==> config.mk <==
export PLATFORM = sky130hd
export DESIGN_NAME = wpsm_ctrl
export DESIGN_NICKNAME = d
export VERILOG_FILES = /design/src/design/wpsm_pkg.sv /design/src/design/wpsm_ctrl.sv
export SDC_FILE = /design/constraint.sdc
export NUM_CORES = 1
export LEC_CHECK = 0
export BUFFER_PORTS_ARGS = -buffer_cell sky130_fd_sc_hd__buf_2
export CAP_MARGIN = 20
export CORE_MARGIN = 5
export CORE_UTILIZATION = 25
export DETAILED_ROUTE_END_ITERATION = 8
export GPL_TIMING_DRIVEN = 0
export SYNTH_ARGS = -nofsm -noshare
export SYNTH_HDL_FRONTEND = slang
export SYNTH_SLANG_ARGS = --single-unit
export TNS_END_PERCENT = 5
==> constraint.sdc <==
create_clock -name i_clk -period 3.05 [get_ports i_clk]
set_input_delay 0.1525 -clock i_clk [delete_from_list [all_inputs] [get_ports i_clk]]
set_output_delay 0.1525 -clock i_clk [all_outputs]
set_load 0.02 [all_outputs]
==> src/design/wpsm_pkg.sv <==
package wpsm_pkg;

    localparam int BUCKETS_DEF = 30;

    localparam logic [2:0] OP_TICK  = 3'd0;
    localparam logic [2:0] OP_TEST  = 3'd1;
    localparam logic [2:0] OP_IN    = 3'd2;
    localparam logic [2:0] OP_OUT   = 3'd3;
    localparam logic [2:0] OP_QUERY = 3'd4;

    localparam int          CFG_IDX_W         = 2;
    localparam logic [1:0]  CFG_BUCKET_TICKS  = 2'd0;
    localparam logic [1:0]  CFG_TICKS_PER_SEC = 2'd1;

    localparam logic [31:0] BUCKET_TICKS_RST  = 32'd33333;
    localparam logic [31:0] TICKS_PER_SEC_RST = 32'd1000000;

    // wrap window for sequence numbers: two thirds and one third of the range
    localparam logic [15:0] SEQ_HIGH_THIRD = 16'd43690;
    localparam logic [15:0] SEQ_LOW_THIRD  = 16'd21845;

    typedef struct packed {
        logic [31:0] tested;
        logic [31:0] accepted;
        logic [31:0] in_sum;
        logic [31:0] out_sum;
        logic [31:0] dur;
    } t_bucket;

    typedef enum logic [4:0] {
        S_IDLE, S_REC, S_DIV, S_DUR_RD, S_DUR_WR, S_CNT_RD, S_CNT_WR,
        S_SWEEP, S_SW_END, S_RAT_INIT, S_RAT_DIV, S_MUL0, S_MUL1,
        S_RINIT, S_RDIV, S_RSTORE, S_RESULT
    } t_state;

    typedef struct packed {
        logic accept;
        logic rec_start;
        logic div_bkt_load;
        logic div_step;
        logic rd_cur;
        logic rd_sweep;
        logic wr_dur;
        logic wr_cnt;
        logic rat_init;
        logic mul0;
        logic mul1;
        logic rate_init;
        logic rate_store;
        logic out_load;
    } t_cmd;

    typedef struct packed {
        logic adv;
        logic div_last;
        logic sweep_last;
        logic lane;
        logic is_test;
        logic out_free;
    } t_status;

    function automatic logic [31:0] sat_add32(input logic [31:0] a, input logic [31:0] b);
        logic [32:0] s;
        s = {1'b0, a} + {1'b0, b};
        return s[32] ? 32'hFFFF_FFFF : s[31:0];
    endfunction

endpackage

==> src/design/wpsm_ctrl.sv <==
module wpsm_ctrl (
    input  logic              i_clk,
    input  logic              i_rst_n,
    input  logic              i_valid,
    input  logic [2:0]        i_operation,
    input  wpsm_pkg::t_status i_stat,
    output wpsm_pkg::t_cmd    o_cmd,
    output logic              o_busy
);

    wpsm_pkg::t_state r_state, n_state;
    logic accept;

    assign o_busy = (r_state != wpsm_pkg::S_IDLE);
    assign accept = i_valid && (r_state == wpsm_pkg::S_IDLE);

    always_ff @(posedge i_clk) begin
        if (!i_rst_n) begin
            r_state <= wpsm_pkg::S_IDLE;
        end else begin
            r_state <= n_state;
        end
    end

    always_comb begin
        n_state = r_state;
        case (r_state)
            wpsm_pkg::S_IDLE: begin
                if (accept) begin
                    if (i_operation == wpsm_pkg::OP_TEST || i_operation == wpsm_pkg::OP_IN ||
                        i_operation == wpsm_pkg::OP_OUT) begin
                        n_state = wpsm_pkg::S_REC;
                    end else if (i_operation == wpsm_pkg::OP_QUERY) begin
                        n_state = wpsm_pkg::S_SWEEP;
                    end
                end
            end
            wpsm_pkg::S_REC:      n_state = i_stat.adv ? wpsm_pkg::S_DIV : wpsm_pkg::S_CNT_RD;
            wpsm_pkg::S_DIV:      if (i_stat.div_last) n_state = wpsm_pkg::S_DUR_RD;
            wpsm_pkg::S_DUR_RD:   n_state = wpsm_pkg::S_DUR_WR;
            wpsm_pkg::S_DUR_WR:   n_state = wpsm_pkg::S_CNT_RD;
            wpsm_pkg::S_CNT_RD:   n_state = wpsm_pkg::S_CNT_WR;
            wpsm_pkg::S_CNT_WR:   n_state = i_stat.is_test ? wpsm_pkg::S_RESULT : wpsm_pkg::S_IDLE;
            wpsm_pkg::S_SWEEP:    if (i_stat.sweep_last) n_state = wpsm_pkg::S_SW_END;
            wpsm_pkg::S_SW_END:   n_state = wpsm_pkg::S_RAT_INIT;
            wpsm_pkg::S_RAT_INIT: n_state = wpsm_pkg::S_RAT_DIV;
            wpsm_pkg::S_RAT_DIV:  if (i_stat.div_last) n_state = wpsm_pkg::S_MUL0;
            wpsm_pkg::S_MUL0:     n_state = wpsm_pkg::S_MUL1;
            wpsm_pkg::S_MUL1:     n_state = wpsm_pkg::S_RINIT;
            wpsm_pkg::S_RINIT:    n_state = wpsm_pkg::S_RDIV;
            wpsm_pkg::S_RDIV:     if (i_stat.div_last) n_state = wpsm_pkg::S_RSTORE;
            wpsm_pkg::S_RSTORE:   n_state = i_stat.lane ? wpsm_pkg::S_RESULT : wpsm_pkg::S_MUL0;
            wpsm_pkg::S_RESULT:   if (i_stat.out_free) n_state = wpsm_pkg::S_IDLE;
            default:              n_state = wpsm_pkg::S_IDLE;
        endcase
    end

    always_comb begin
        o_cmd = '0;
        o_cmd.accept = accept;
        case (r_state)
            wpsm_pkg::S_REC: begin
                o_cmd.rec_start    = 1'b1;
                o_cmd.div_bkt_load = i_stat.adv;
            end
            wpsm_pkg::S_DIV:      o_cmd.div_step   = 1'b1;
            wpsm_pkg::S_DUR_RD:   o_cmd.rd_cur     = 1'b1;
            wpsm_pkg::S_DUR_WR:   o_cmd.wr_dur     = 1'b1;
            wpsm_pkg::S_CNT_RD:   o_cmd.rd_cur     = 1'b1;
            wpsm_pkg::S_CNT_WR:   o_cmd.wr_cnt     = 1'b1;
            wpsm_pkg::S_SWEEP:    o_cmd.rd_sweep   = 1'b1;
            wpsm_pkg::S_RAT_INIT: o_cmd.rat_init   = 1'b1;
            wpsm_pkg::S_RAT_DIV:  o_cmd.div_step   = 1'b1;
            wpsm_pkg::S_MUL0:     o_cmd.mul0       = 1'b1;
            wpsm_pkg::S_MUL1:     o_cmd.mul1       = 1'b1;
            wpsm_pkg::S_RINIT:    o_cmd.rate_init  = 1'b1;
            wpsm_pkg::S_RDIV:     o_cmd.div_step   = 1'b1;
            wpsm_pkg::S_RSTORE:   o_cmd.rate_store = 1'b1;
            wpsm_pkg::S_RESULT:   o_cmd.out_load   = i_stat.out_free;
            default: ;
        endcase
    end

endmodule

Yosys cells after proc, flatten, opt, wreduce, memory -nomap -nowiden

Index checks and enable logic that the tools add are counted.

Output and inout bits: 15
Register bits after elaboration: 5
Input bits: 12

Eq/ne operators: 27
Muxes and demuxes: 24
Reduce and logical (&&, ||, !) cells: 8

Operator list:

| kind               | count |
|---|---|
| $pmux 5 s17        | 1 |
| $mux 5             | 10 |
| $eq 5x4->1 const B | 8 |
| $eq 5x3->1 const B | 4 |
| $ne 2x2->1 const B | 6 |
| $mux 1             | 11 |
| $eq 5x2->1 const B | 2 |
| $reduce_and 7->1   | 1 |
| $eq 3x2->1 const B | 2 |
| $eq 5x1->1 const B | 1 |
| $eq 5x5->1 const B | 1 |
| $logic_not 5->1    | 1 |
| $reduce_bool 5->1  | 1 |
| $eq 3x1->1 const B | 1 |
| $eq 3x3->1 const B | 1 |
| $mux 3             | 1 |
| $ne 3x1->1 const B | 1 |
| $reduce_or 3->1    | 1 |
| $logic_or 1x1->1   | 2 |
| $mux 2             | 1 |
| $reduce_or 2->1    | 1 |
| $logic_and 1x1->1  | 1 |

Longest topological paths before layout

Gate-level depths: netlist of the first run.

Depth after elaboration: 6
Depth in mapped cells: 6
Mapped depth without buffers: 4

Worst setup path before layout of the first run

Ideal clock, no wire load.

Kind: register to output
From: register r_state[1]
To: output port o_cmd[11] in the netlist's numbering
Required time: 2,897 ps
Stages on the path, launching flop included: 5
Path buffers: 2
Slack: 1,235 ps
Data arrival time: 1,662 ps
Path through: dfxtp_1 -> buf_4 -> buf_2 -> nor4_1 -> and2_1

RTL lines:

| item                     | RTL line        | text |
|---|---|---|
| start: declaration       | wpsm_ctrl.sv:11 | `wpsm_pkg::t_state r_state, n_state;` |
| start signal: assignment | wpsm_ctrl.sv:19 | `r_state <= wpsm_pkg::S_IDLE;` |
| start signal: assignment | wpsm_ctrl.sv:21 | `r_state <= n_state;` |
| end: declaration         | wpsm_ctrl.sv:7  | `output wpsm_pkg::t_cmd o_cmd,` |

Worst setup path after layout of the first run

From: register r_state[0]
To: output port o_cmd[13] in the netlist's numbering

Word-level cells in the longest chain between the ends: 2

Ends and longest elaborated chain:

| item              | RTL line        | text |
|---|---|---|
| $logic_not 5->1   | wpsm_ctrl.sv:15 | `assign accept = i_valid && (r_state == wpsm_pkg::S_IDLE);` |
| $logic_and 1x1->1 | wpsm_ctrl.sv:15 |  |

Every way passes these cells.

==> results of run 1 <==
## how the worst max path moves through the flow
stage,startpoint,end,slack [ns],depth (start not counted)
after floorplan,r_state[1]$_SDFFE_PN0P_,o_cmd[11],1.24,4
final,r_state[0]$_SDFFE_PN0P_,o_cmd[13],1.32,5
after detailed placement,r_state[0]$_SDFFE_PN0P_,r_state[0]$_SDFFE_PN0P_,1.53,4
after global routing,r_state[0]$_SDFFE_PN0P_,o_cmd[13],1.16,5
after CTS,r_state[0]$_SDFFE_PN0P_,o_cmd[13],1.30,5
after global placement,r_state[0]$_SDFFE_PN0P_,r_state[0]$_SDFFE_PN0P_,1.54,4
## cells in the mapped netlist, types with 2 or more instances
library cell,count
o21a_1,2
nor2_1,13
a31oi_1,2
a21oi_1,2
o21ai_0,2
nand3_1,3
dfxtp_1,5
nand2_1,4
or3_1,2
nor2b_1,3
nor3_1,9
o211ai_1,2
o311a_1,2
nand3b_1,2
nand2b_1,3
buf_2,3
buf_4,3
## routing by layer
| metal | global-route usage (%) | routed length (um) | vias up |
|---|---|---|---|
| met2 | 18.9 | 938 | 17 |
| met5 | 0 | 0 | - |
| li1 | - | - | 371 |
| met1 | 12.5 | 749 | 335 |
| met3 | 1.53 | 100 | 0 |
| met4 | 2.91 | 0 | 0 |
## cell usage in the layout (no fill, tap or decap), types with 2 or more instances in the layout
master     n
nand2_1    4
or3_1      2
o211ai_1   2
nand3_1    3
nor2b_1    3
buf_2     29
o21a_1     2
clkbuf_4   3
a21oi_1    2
o21ai_0    2
nand3b_1   2
buf_4      3
nor2_1    13
o311a_1    2
a31oi_1    2
dfxtp_1    5
nor3_1     9
nand2b_1   3
## final cells by class
type                    count  area (um^2)  area share (%)
clock buffers               4         26.3            3.31
inverters                   1         3.75           0.473
well taps                  28         35.0            4.42
repair buffers             26          130            16.4
flip-flops and latches      5          100            12.6
plain buffers               7         48.8            6.15
multi-input cells          71          449            56.6
## power by group through the flow
stage	sequential (W)	combinational, W	clock (W)
floorplan	0.000104	0.000373	0
global placement	0.000113	0.000478	0
detailed placement	0.000114	0.000485	0
CTS	0.000112	0.000488	0.0000774
global route	0.000116	0.000537	0.0000823
finish	0.000112	0.000485	0.0000735
## stage by stage
stage          instance area [um^2]  power (W)  std cells
5_1_grt                         793   0.000734        142
6_report                        793   0.000671        142
2_1_floorplan                   602   0.000477         84
4_1_cts                         793   0.000677        142
3_5_place_dp                    767   0.000599        138
3_3_place_gp                    767   0.000591        138
## logic make-up (layout without fill, tap and decap cells)
logic type | after synthesis | count (layout) | share of synthesized area [%]
AOI/OAI and AO/OA | 19 | 19 | 23.7
buffers and inverters | 8 | 38 | 8.73
xor gates and xnor gates | 1 | 1 | 1.46
and+or+nand+nor | 51 | 51 | 49.5
DFF | 5 | 5 | 16.6
==> flow_metrics.tcl, run 1 <==
set metrics [dict create \
    p_per_area_mw_per_mm2 846 \
    first_pass_iters 4 \
    areaGrowthSynthToFinish_pct 31.8 \
    antenna_left 0 \
    p_leak_nw 0.357 \
    drt_iter0_drc 19 \
    reg_top3 "r_state: 5 flops" \
    cts_root_buf "clkbuf_4" \
    hold_start "i_rst_n" \
    place_hpwl_um 1450 \
    gp_congestion 0.829 \
    cp.required_ns 2.90 \
    cts_tree "built" \
    path_class "reg2out" \
    combPwrFrac_pct 72.3 \
    die_height_um 59.1 \
    min_to "r_state[3]$_SDFFE_PN0P_" \
    die-width_um 59.1 \
    via_per_inst 5.09 \
    ff2ff_path_depth 5 \
    slowest_delay_ns 0.38 \
    fmax_mhz 577 \
    finClkSkew_ns 0.00142 \
    crit_slowest_cell "dfxtp_1" \
    overflow 0 \
    initial_core_util_pct 26.7 \
    seq_area_frac_synth_pct 16.6 \
    p_sw_w 0.000339 \
    synth_area_um2 602 \
    critPathMaxFanout 10 \
    avgSynthCellArea_um2 7.16 \
    path_delay_family "simple AND/OR/NAND/NOR gates" \
    status "finished, final reports clean" \
    hold_class "in2reg" \
    largest_reg_flops 5 \
    die_area_mm2 0.00349 \
    pre_cts_slack_ns 1.53 \
    setup_tns_ns 0 \
    switching_share_pct 50.6 \
    antenna_found_initial 0 \
    detail_route.wl_per_cell_um 12.6 \
    nets 127 \
    cts_made_buffers 3 \
    fin_hold_ws_ns 0.224 \
    row_count 17 \
    synthFlopType "dfxtp_1" \
    hold_depth 2 \
    r2r_start "r_state[4]$_SDFFE_PN0P_" \
    cp.arrival_ns 1.58 \
    grt_start_max_net_pins 11 \
    seq_power_share_pct 16.7 \
    synth-seq-cells 5 \
    ios 27 \
    cts.clk_slew.worst_paths_ns 0.04 \
    syn_nets 96 \
    largest_register "r_state" \
    clk_path_buf_depth 2 \
    regToRegSetupSlack_ns 1.52 \
    portBuffers 26 \
    grt_pass1_vias 681 \
    cts-hold-fix-buffers 0 \
    num_vias 723 \
    synth_top_area_share_pct 16.6 \
    cp-end-kind "output pin" \
    clock_sink_count 5 \
    tightest_slew_ns 0.352 \
    syn_inst 84 \
    synth.area.top_cells "dfxtp_1 17%, nor2_1 8.1%, nor3_1 7.5%, buf_4 3.7%, o311a_1 3.3%" \
    synth_edf_count 0 \
    design.core.area_mm2 0.00225 \
    h-tree-depth 1 \
    rsz0062_at_grt "false" \
    cts.repair.resized 0 \
    min_period_ns 1.73 \
    reg2reg_to "r_state[1]$_SDFFE_PN0P_" \
    slew_headroom_pct 76.4 \
    report.final.slew_viol_count 0 \
    clk_latency_ns 0.23 \
    grtUsageTotal_pct 10.4 \
    drt_wl_total_um 1790 \
    power_frac_clock_pct 11.0 \
    p_int_w 0.000332 \
    timing.final.crit_share_pct 56.9 \
    maxCapViolations 0 \
    grt_pass1_wl_um 2930 \
    async_flop_share_pct 0 \
    path_buf_inv 3 \
    n_antenna_cell 0 \
    ys_types 39 \
    post_cts_buffers 0 \
    drive_gt1_share_pct 36.0 \
    cp-start-kind "register" \
    fin_ws_ns 1.32 \
    n_fill_cell 273 \
    crit_chain "buf_6, nor3_1, and3_1, buf_4, buf_2" \
    hold_viol_final 0 \
    irDropWorstVdd_mv 0.284 \
    drc 0 \
    yosysWarnings 0 \
    setup_viol 0 \
    fin_util_pct 35.2 \
    yosys.area.top_type "dfxtp_1" \
]
Note: power is estimated with default switching activity, not from simulation.
==> run 2, diff against run 1 <==
ABC_AREA = 1   (was default)
clock period = 1.6 ns   (was 3.05 ns; I/O delays follow)
==> flow_metrics.tcl, run 2 <==
set metrics [dict create \
    clk_path_buf_depth 2 \
    avgSynthCellArea_um2 5.48 \
    post_cts_buffers 0 \
    fin_cells 177 \
    drt_wl_total_um 1750 \
    design.core.area_mm2 0.00245 \
    synthFlopType "dfxtp_1" \
    die_height_um 60.6 \
    fin_area_um2 840 \
    seq_power_share_pct 19.0 \
    synthMuxAreaShare_pct 0 \
    cts_tree "built" \
    min_period_ns 1.47 \
    drive_gt1_share_pct 32.7 \
    overflow 0 \
    path_delay_family "simple AND/OR/NAND/NOR gates" \
    drt_iter0_drc 21 \
    path_class "reg2out" \
    fin_ws_ns 0.125 \
    hold_viol_final 0 \
    synth_edf_count 0 \
    cp-start-kind "register" \
    syn_inst 117 \
    status "finished, final reports clean" \
    ios 27 \
    p_sw_w 0.000572 \
    cp.required_ns 1.52 \
    clock_sink_count 5 \
    areaGrowthSynthToFinish_pct 31.1 \
    gp_congestion 0.841 \
    largest_register "r_state" \
    reg_top3 "r_state: 5 flops" \
    cts_root_buf "clkbuf_4" \
    irDropWorstVdd_mv 0.668 \
    combPwrFrac_pct 67.5 \
    n_antenna_cell 0 \
    seqCellArea_um2 100 \
    synth_top_area_share_pct 16.4 \
    cp.arrival_ns 1.39 \
    placed_area_um2 808 \
    die-width_um 60.6 \
    synth_area_um2 641 \
    synth_fa_ha_area_share_pct 0 \
    final_common_cell "nand2_1" \
    setup_viol 0 \
    hold_class "in2reg" \
    critPathMaxFanout 6 \
    syn_nets 129 \
    initial_core_util_pct 26.1 \
    rsz0062_at_grt "false" \
    nets 160 \
    portBuffers 26 \
    multiInputGateArea_um2 414 \
    cp-end-kind "output pin" \
    fin_util_pct 34.2 \
    switching_share_pct 53.4 \
    synth.most_common_cell "nand2_1" \
    cts.clk_slew.worst_paths_ns 0.04 \
    antenna_left 0 \
    yosysWarnings 0 \
    crit_chain "nand2_2, nor2_2, nand2_1, nand2_1, buf_2" \
    synth_compound_area_share_pct 9.96 \
    synth_top_family_by_area "simple AND/OR/NAND/NOR gates" \
    p_leak_nw 0.557 \
    ys_types 20 \
    cts_made_buffers 3 \
    yosys.area.top_type "nand2_1" \
    yosys.area_share.simple_pct 53.9 \
    setup_tns_ns 0 \
    clk_latency_ns 0.24 \
    synth.area.top_cells "nand2_1 16%, dfxtp_1 16%, inv_1 14%, nand3_1 10%, nor2_1 8.8%" \
    first_pass_iters 4 \
    largest_reg_flops 5 \
    timing.final.crit_share_pct 92.2 \
    die_area_mm2 0.00367 \
    fmax_mhz 678 \
    mostFrequentLayoutCells "28 x nand2_1, 26 x buf_2, 24 x inv_1" \
    dp.cells 173 \
    crit_slowest_cell "dfxtp_1" \
    tightest_slew_ns 0.327 \
    synth-xor-area-share_pct 0 \
    path_buf_inv 1 \
    h-tree-depth 1 \
    p_per_area_mw_per_mm2 1280 \
    p_int_w 0.000500 \
    drc 0 \
    grtUsageTotal_pct 9.77 \
    report.final.slew_viol_count 0 \
    path_common_cell "nand2_1" \
    slew_headroom_pct 78.2 \
    grt_pass1_wl_um 2770 \
    detail_route.wl_per_cell_um 9.90 \
    seq_area_frac_synth_pct 15.6 \
    regToRegSetupSlack_ns 0.25 \
    place_hpwl_um 1520 \
    pre_cts_slack_ns 0.231 \
    synthTopCellsByCount "28 x nand2_1, 24 x inv_1, 15 x nor2_1, 13 x nand3_1, 7 x nor2_2" \
    power_frac_clock_pct 13.5 \
    slowest_delay_ns 0.46 \
    grt_pass1_vias 704 \
    synth-seq-cells 5 \
    async_flop_share_pct 0 \
    grt_start_max_net_pins 11 \
    row_count 18 \
    finClkSkew_ns 0.00140 \
    antenna_found_initial 0 \
    num_vias 792 \
    via_per_inst 4.47 \
    n_fill_cell 277 \
    maxCapViolations 0 \
]
-- run 2: worst reg2reg max path, cell delays in order (launching register included) --
cell and delay, ns:
dfxtp_1 0.46, nand2_2 0.14, nor2_2 0.19, nand2_1 0.10
nand2_1 0.10, nor2_1 0.05, nand3_1 0.08, nand2_1 0.06
a21oi_1 0.11
-- run 2: final timing paths --
check	startpoint	endpoint	cells past startpoint
setup reg to reg	r_state[2]$_SDFFE_PN0P_	r_state[2]$_SDFFE_PN0P_	8
hold reg to reg	r_state[3]$_SDFFE_PN0P_	r_state[3]$_SDFFE_PN0P_	2
hold / removal	i_rst_n	r_state[4]$_SDFFE_PN0P_	3
setup / recovery	r_state[2]$_SDFFE_PN0P_	o_cmd[9]	5
-- run 2: final cells by class --
| type | count | area share, % |
|---|---|---|
| Tap cell | 30 | 4.47 |
| Multi-Input combinational cell | 82 | 49.3 |
| Timing Repair Buffer | 26 | 15.5 |
| Sequential cell | 5 | 11.9 |
| Inverter | 27 | 12.1 |
| Clock buffer | 4 | 3.13 |
| Buffer | 3 | 3.58 |
-- run 2: cell families after synthesis --
family                 count (synthesis)
AOI/OAI and AO/OA                     10
buffers and inverters                 30
and+or+nand+nor                       72
DFF                                    5
-- run 2: per-layer routing --
layer  up-vias  GRT usage [%]  part of all wire, %
li1        422              -                    -
met1       355           13.0                   48
met2        13           16.0                   47
met3         2          0.851                  3.8
met4         0           4.33                  1.1
met5         -              0                    0
-- run 2: repair_timing --
action                                 in CTS  in global routing
endpoints found under the hold margin       0                  0
resized for setup                           0                  1
setup endpoints to repair                   0                  1
hold buffers                                0                  0
-- run 2: through the flow --
step	power, W	hold WS, ns
after floorplan	0.000737	0.178
after global placement	0.000921	0.281
after detailed placement	0.000922	0.288
after CTS	0.00107	0.0350
after global routing	0.00118	0.0655
final	0.00107	0.0396
-- run 2: power groups by stage --
stage          Combinational, W  Sequential, W  Clock [W]
6_report               0.000723       0.000203   0.000145
5_1_grt                0.000812       0.000208   0.000161
4_1_cts                0.000723       0.000198   0.000152
3_5_place_dp           0.000721       0.000201          0
3_3_place_gp           0.000721       0.000200          0
2_1_floorplan          0.000544       0.000194          0
==> run 3, diff against run 2 <==
PLACE_DENSITY_LB_ADDON = 0.05   (was default)
==> flow_metrics.tcl, run 3 (synthesis gave the netlist of run 2 again) <==
set metrics [dict create \
    status "finished, final reports clean" \
    detail_route.wl_per_cell_um 10.8 \
    p_leak_nw 0.557 \
    min_period_ns 1.47 \
    n_fill_cell 301 \
    crit_chain "inv_2, nor2_1, nand3_1, inv_1, buf_2" \
    gp_congestion 0.797 \
    die_height_um 60.6 \
    die_area_mm2 0.00367 \
    cp.arrival_ns 1.39 \
    drt_wl_total_um 1910 \
    fin_util_pct 34.2 \
    regToRegSetupSlack_ns 0.20 \
    cts.clk_slew.worst_paths_ns 0.04 \
    ios 27 \
    path_class "reg2out" \
    tightest_slew_ns 0.319 \
    report.final.slew_viol_count 0 \
    initial_core_util_pct 26.1 \
    n_antenna_cell 0 \
    fmax_mhz 681 \
    row_count 18 \
    mostFrequentLayoutCells "28 x nand2_1, 26 x buf_2, 24 x inv_1" \
    finClkSkew_ns 0.00201 \
    design.core.area_mm2 0.00245 \
    maxCapViolations 0 \
    clk_latency_ns 0.23 \
    largest_reg_flops 5 \
    post_cts_buffers 0 \
    portBuffers 26 \
    grt_pass1_vias 733 \
    antenna_left 0 \
    rsz0062_at_grt "false" \
    nets 160 \
    slowest_delay_ns 0.47 \
    first_pass_iters 4 \
    via_per_inst 4.45 \
    fin_hold_ws_ns 0.0452 \
    place_hpwl_um 1670 \
    clk_path_buf_depth 2 \
    areaGrowthSynthToFinish_pct 31.1 \
    cp-end-kind "output pin" \
    drive_gt1_share_pct 32.7 \
    h-tree-depth 1 \
    dp.cells 173 \
    grtUsageTotal_pct 10.9 \
    fin_cells 177 \
    cp-start-kind "register" \
    p_per_area_mw_per_mm2 1280 \
    largest_register "r_state" \
    antenna_found_initial 0 \
    setup_viol 0 \
    cts_made_buffers 3 \
    cts_tree "built" \
    cts_root_buf "clkbuf_4" \
    hold_class "in2reg" \
    timing.final.crit_share_pct 91.8 \
    crit_slowest_cell "dfxtp_1" \
    setup_tns_ns 0 \
    clock_sink_count 5 \
    num_vias 787 \
    cts-hold-fix-buffers 0 \
    irDropWorstVdd_mv 0.518 \
    final_common_cell "nand2_1" \
    die-width_um 60.6 \
    grt_start_max_net_pins 11 \
    overflow 0 \
    path_delay_family "flip-flops" \
    path_buf_inv 3 \
    drt_iter0_drc 21 \
    slew_headroom_pct 78.7 \
    critPathMaxFanout 6 \
    hold_viol_final 0 \
    reg_top3 "r_state: 5 flops" \
    drc 0 \
    cp.required_ns 1.52 \
    power.total_w 0.00107 \
    grt_pass1_wl_um 3030 \
]
[run 3: cell counts in the layout (fill, tap and decap cells not counted)]
No cell type changed its count.
[run 3: stage by stage]
stage | instance area [um^2] | setup WS (ns)
5_1_grt | 840 | 0.0216
2_1_floorplan | 641 | 0.273
6_report | 840 | 0.131
3_3_place_gp | 808 | 0.155
4_1_cts | 835 | 0.0508
3_5_place_dp | 808 | 0.193
[run 3: area by class of cell]
class                           instances  area [um^2]  area share, %
Timing Repair Buffer                   26          130           15.5
Buffer                                  3         30.0           3.58
Multi-Input combinational cell         82          414           49.3
Clock buffer                            4         26.3           3.13
Tap cell                               30         37.5           4.47
Sequential cell                         5          100           11.9
Inverter                               27          101           12.1
[run 3: routing by layer]
metal / up-vias / track usage [%] / routed length, um / part of all wire, %
met5: - / 0 / 0 / 0
met1: 344 / 14.0 / 860 / 45
met3: 2 / 1.06 / 135 / 7.1
li1: 420 / - / - / -
met4: 0 / 4.64 / 17 / 0.89
met2: 21 / 18.6 / 894 / 47
[run 3: worst min-delay path, delay by kind of cell]
family        cells  cell delay [ns]
simple gates      1             0.05
buf+inv           2             0.13
[run 3: report_power, final]
group / switching [W] / internal, W
clock network: 0.0000455 / 0.0000939
logic: 0.000480 / 0.000250
registers: 0.0000496 / 0.000155
total: 0.000575 / 0.000499
[run 3: worst paths after layout]
kind                                 from  cells after the start                 endpoint
setup / recovery  r_state[3]$_SDFFE_PN0P_                      5                 o_cmd[4]
hold / removal                    i_rst_n                      3  r_state[4]$_SDFFE_PN0P_
setup reg to reg  r_state[3]$_SDFFE_PN0P_                      8  r_state[1]$_SDFFE_PN0P_
hold reg to reg   r_state[3]$_SDFFE_PN0P_                      2  r_state[3]$_SDFFE_PN0P_
[run 3: timing repair]
| item | CTS | global route |
|---|---|---|
| hold endpoints to repair | 0 | 0 |
| setup endpoints to repair | 0 | 1 |
| resized for setup | 0 | 1 |
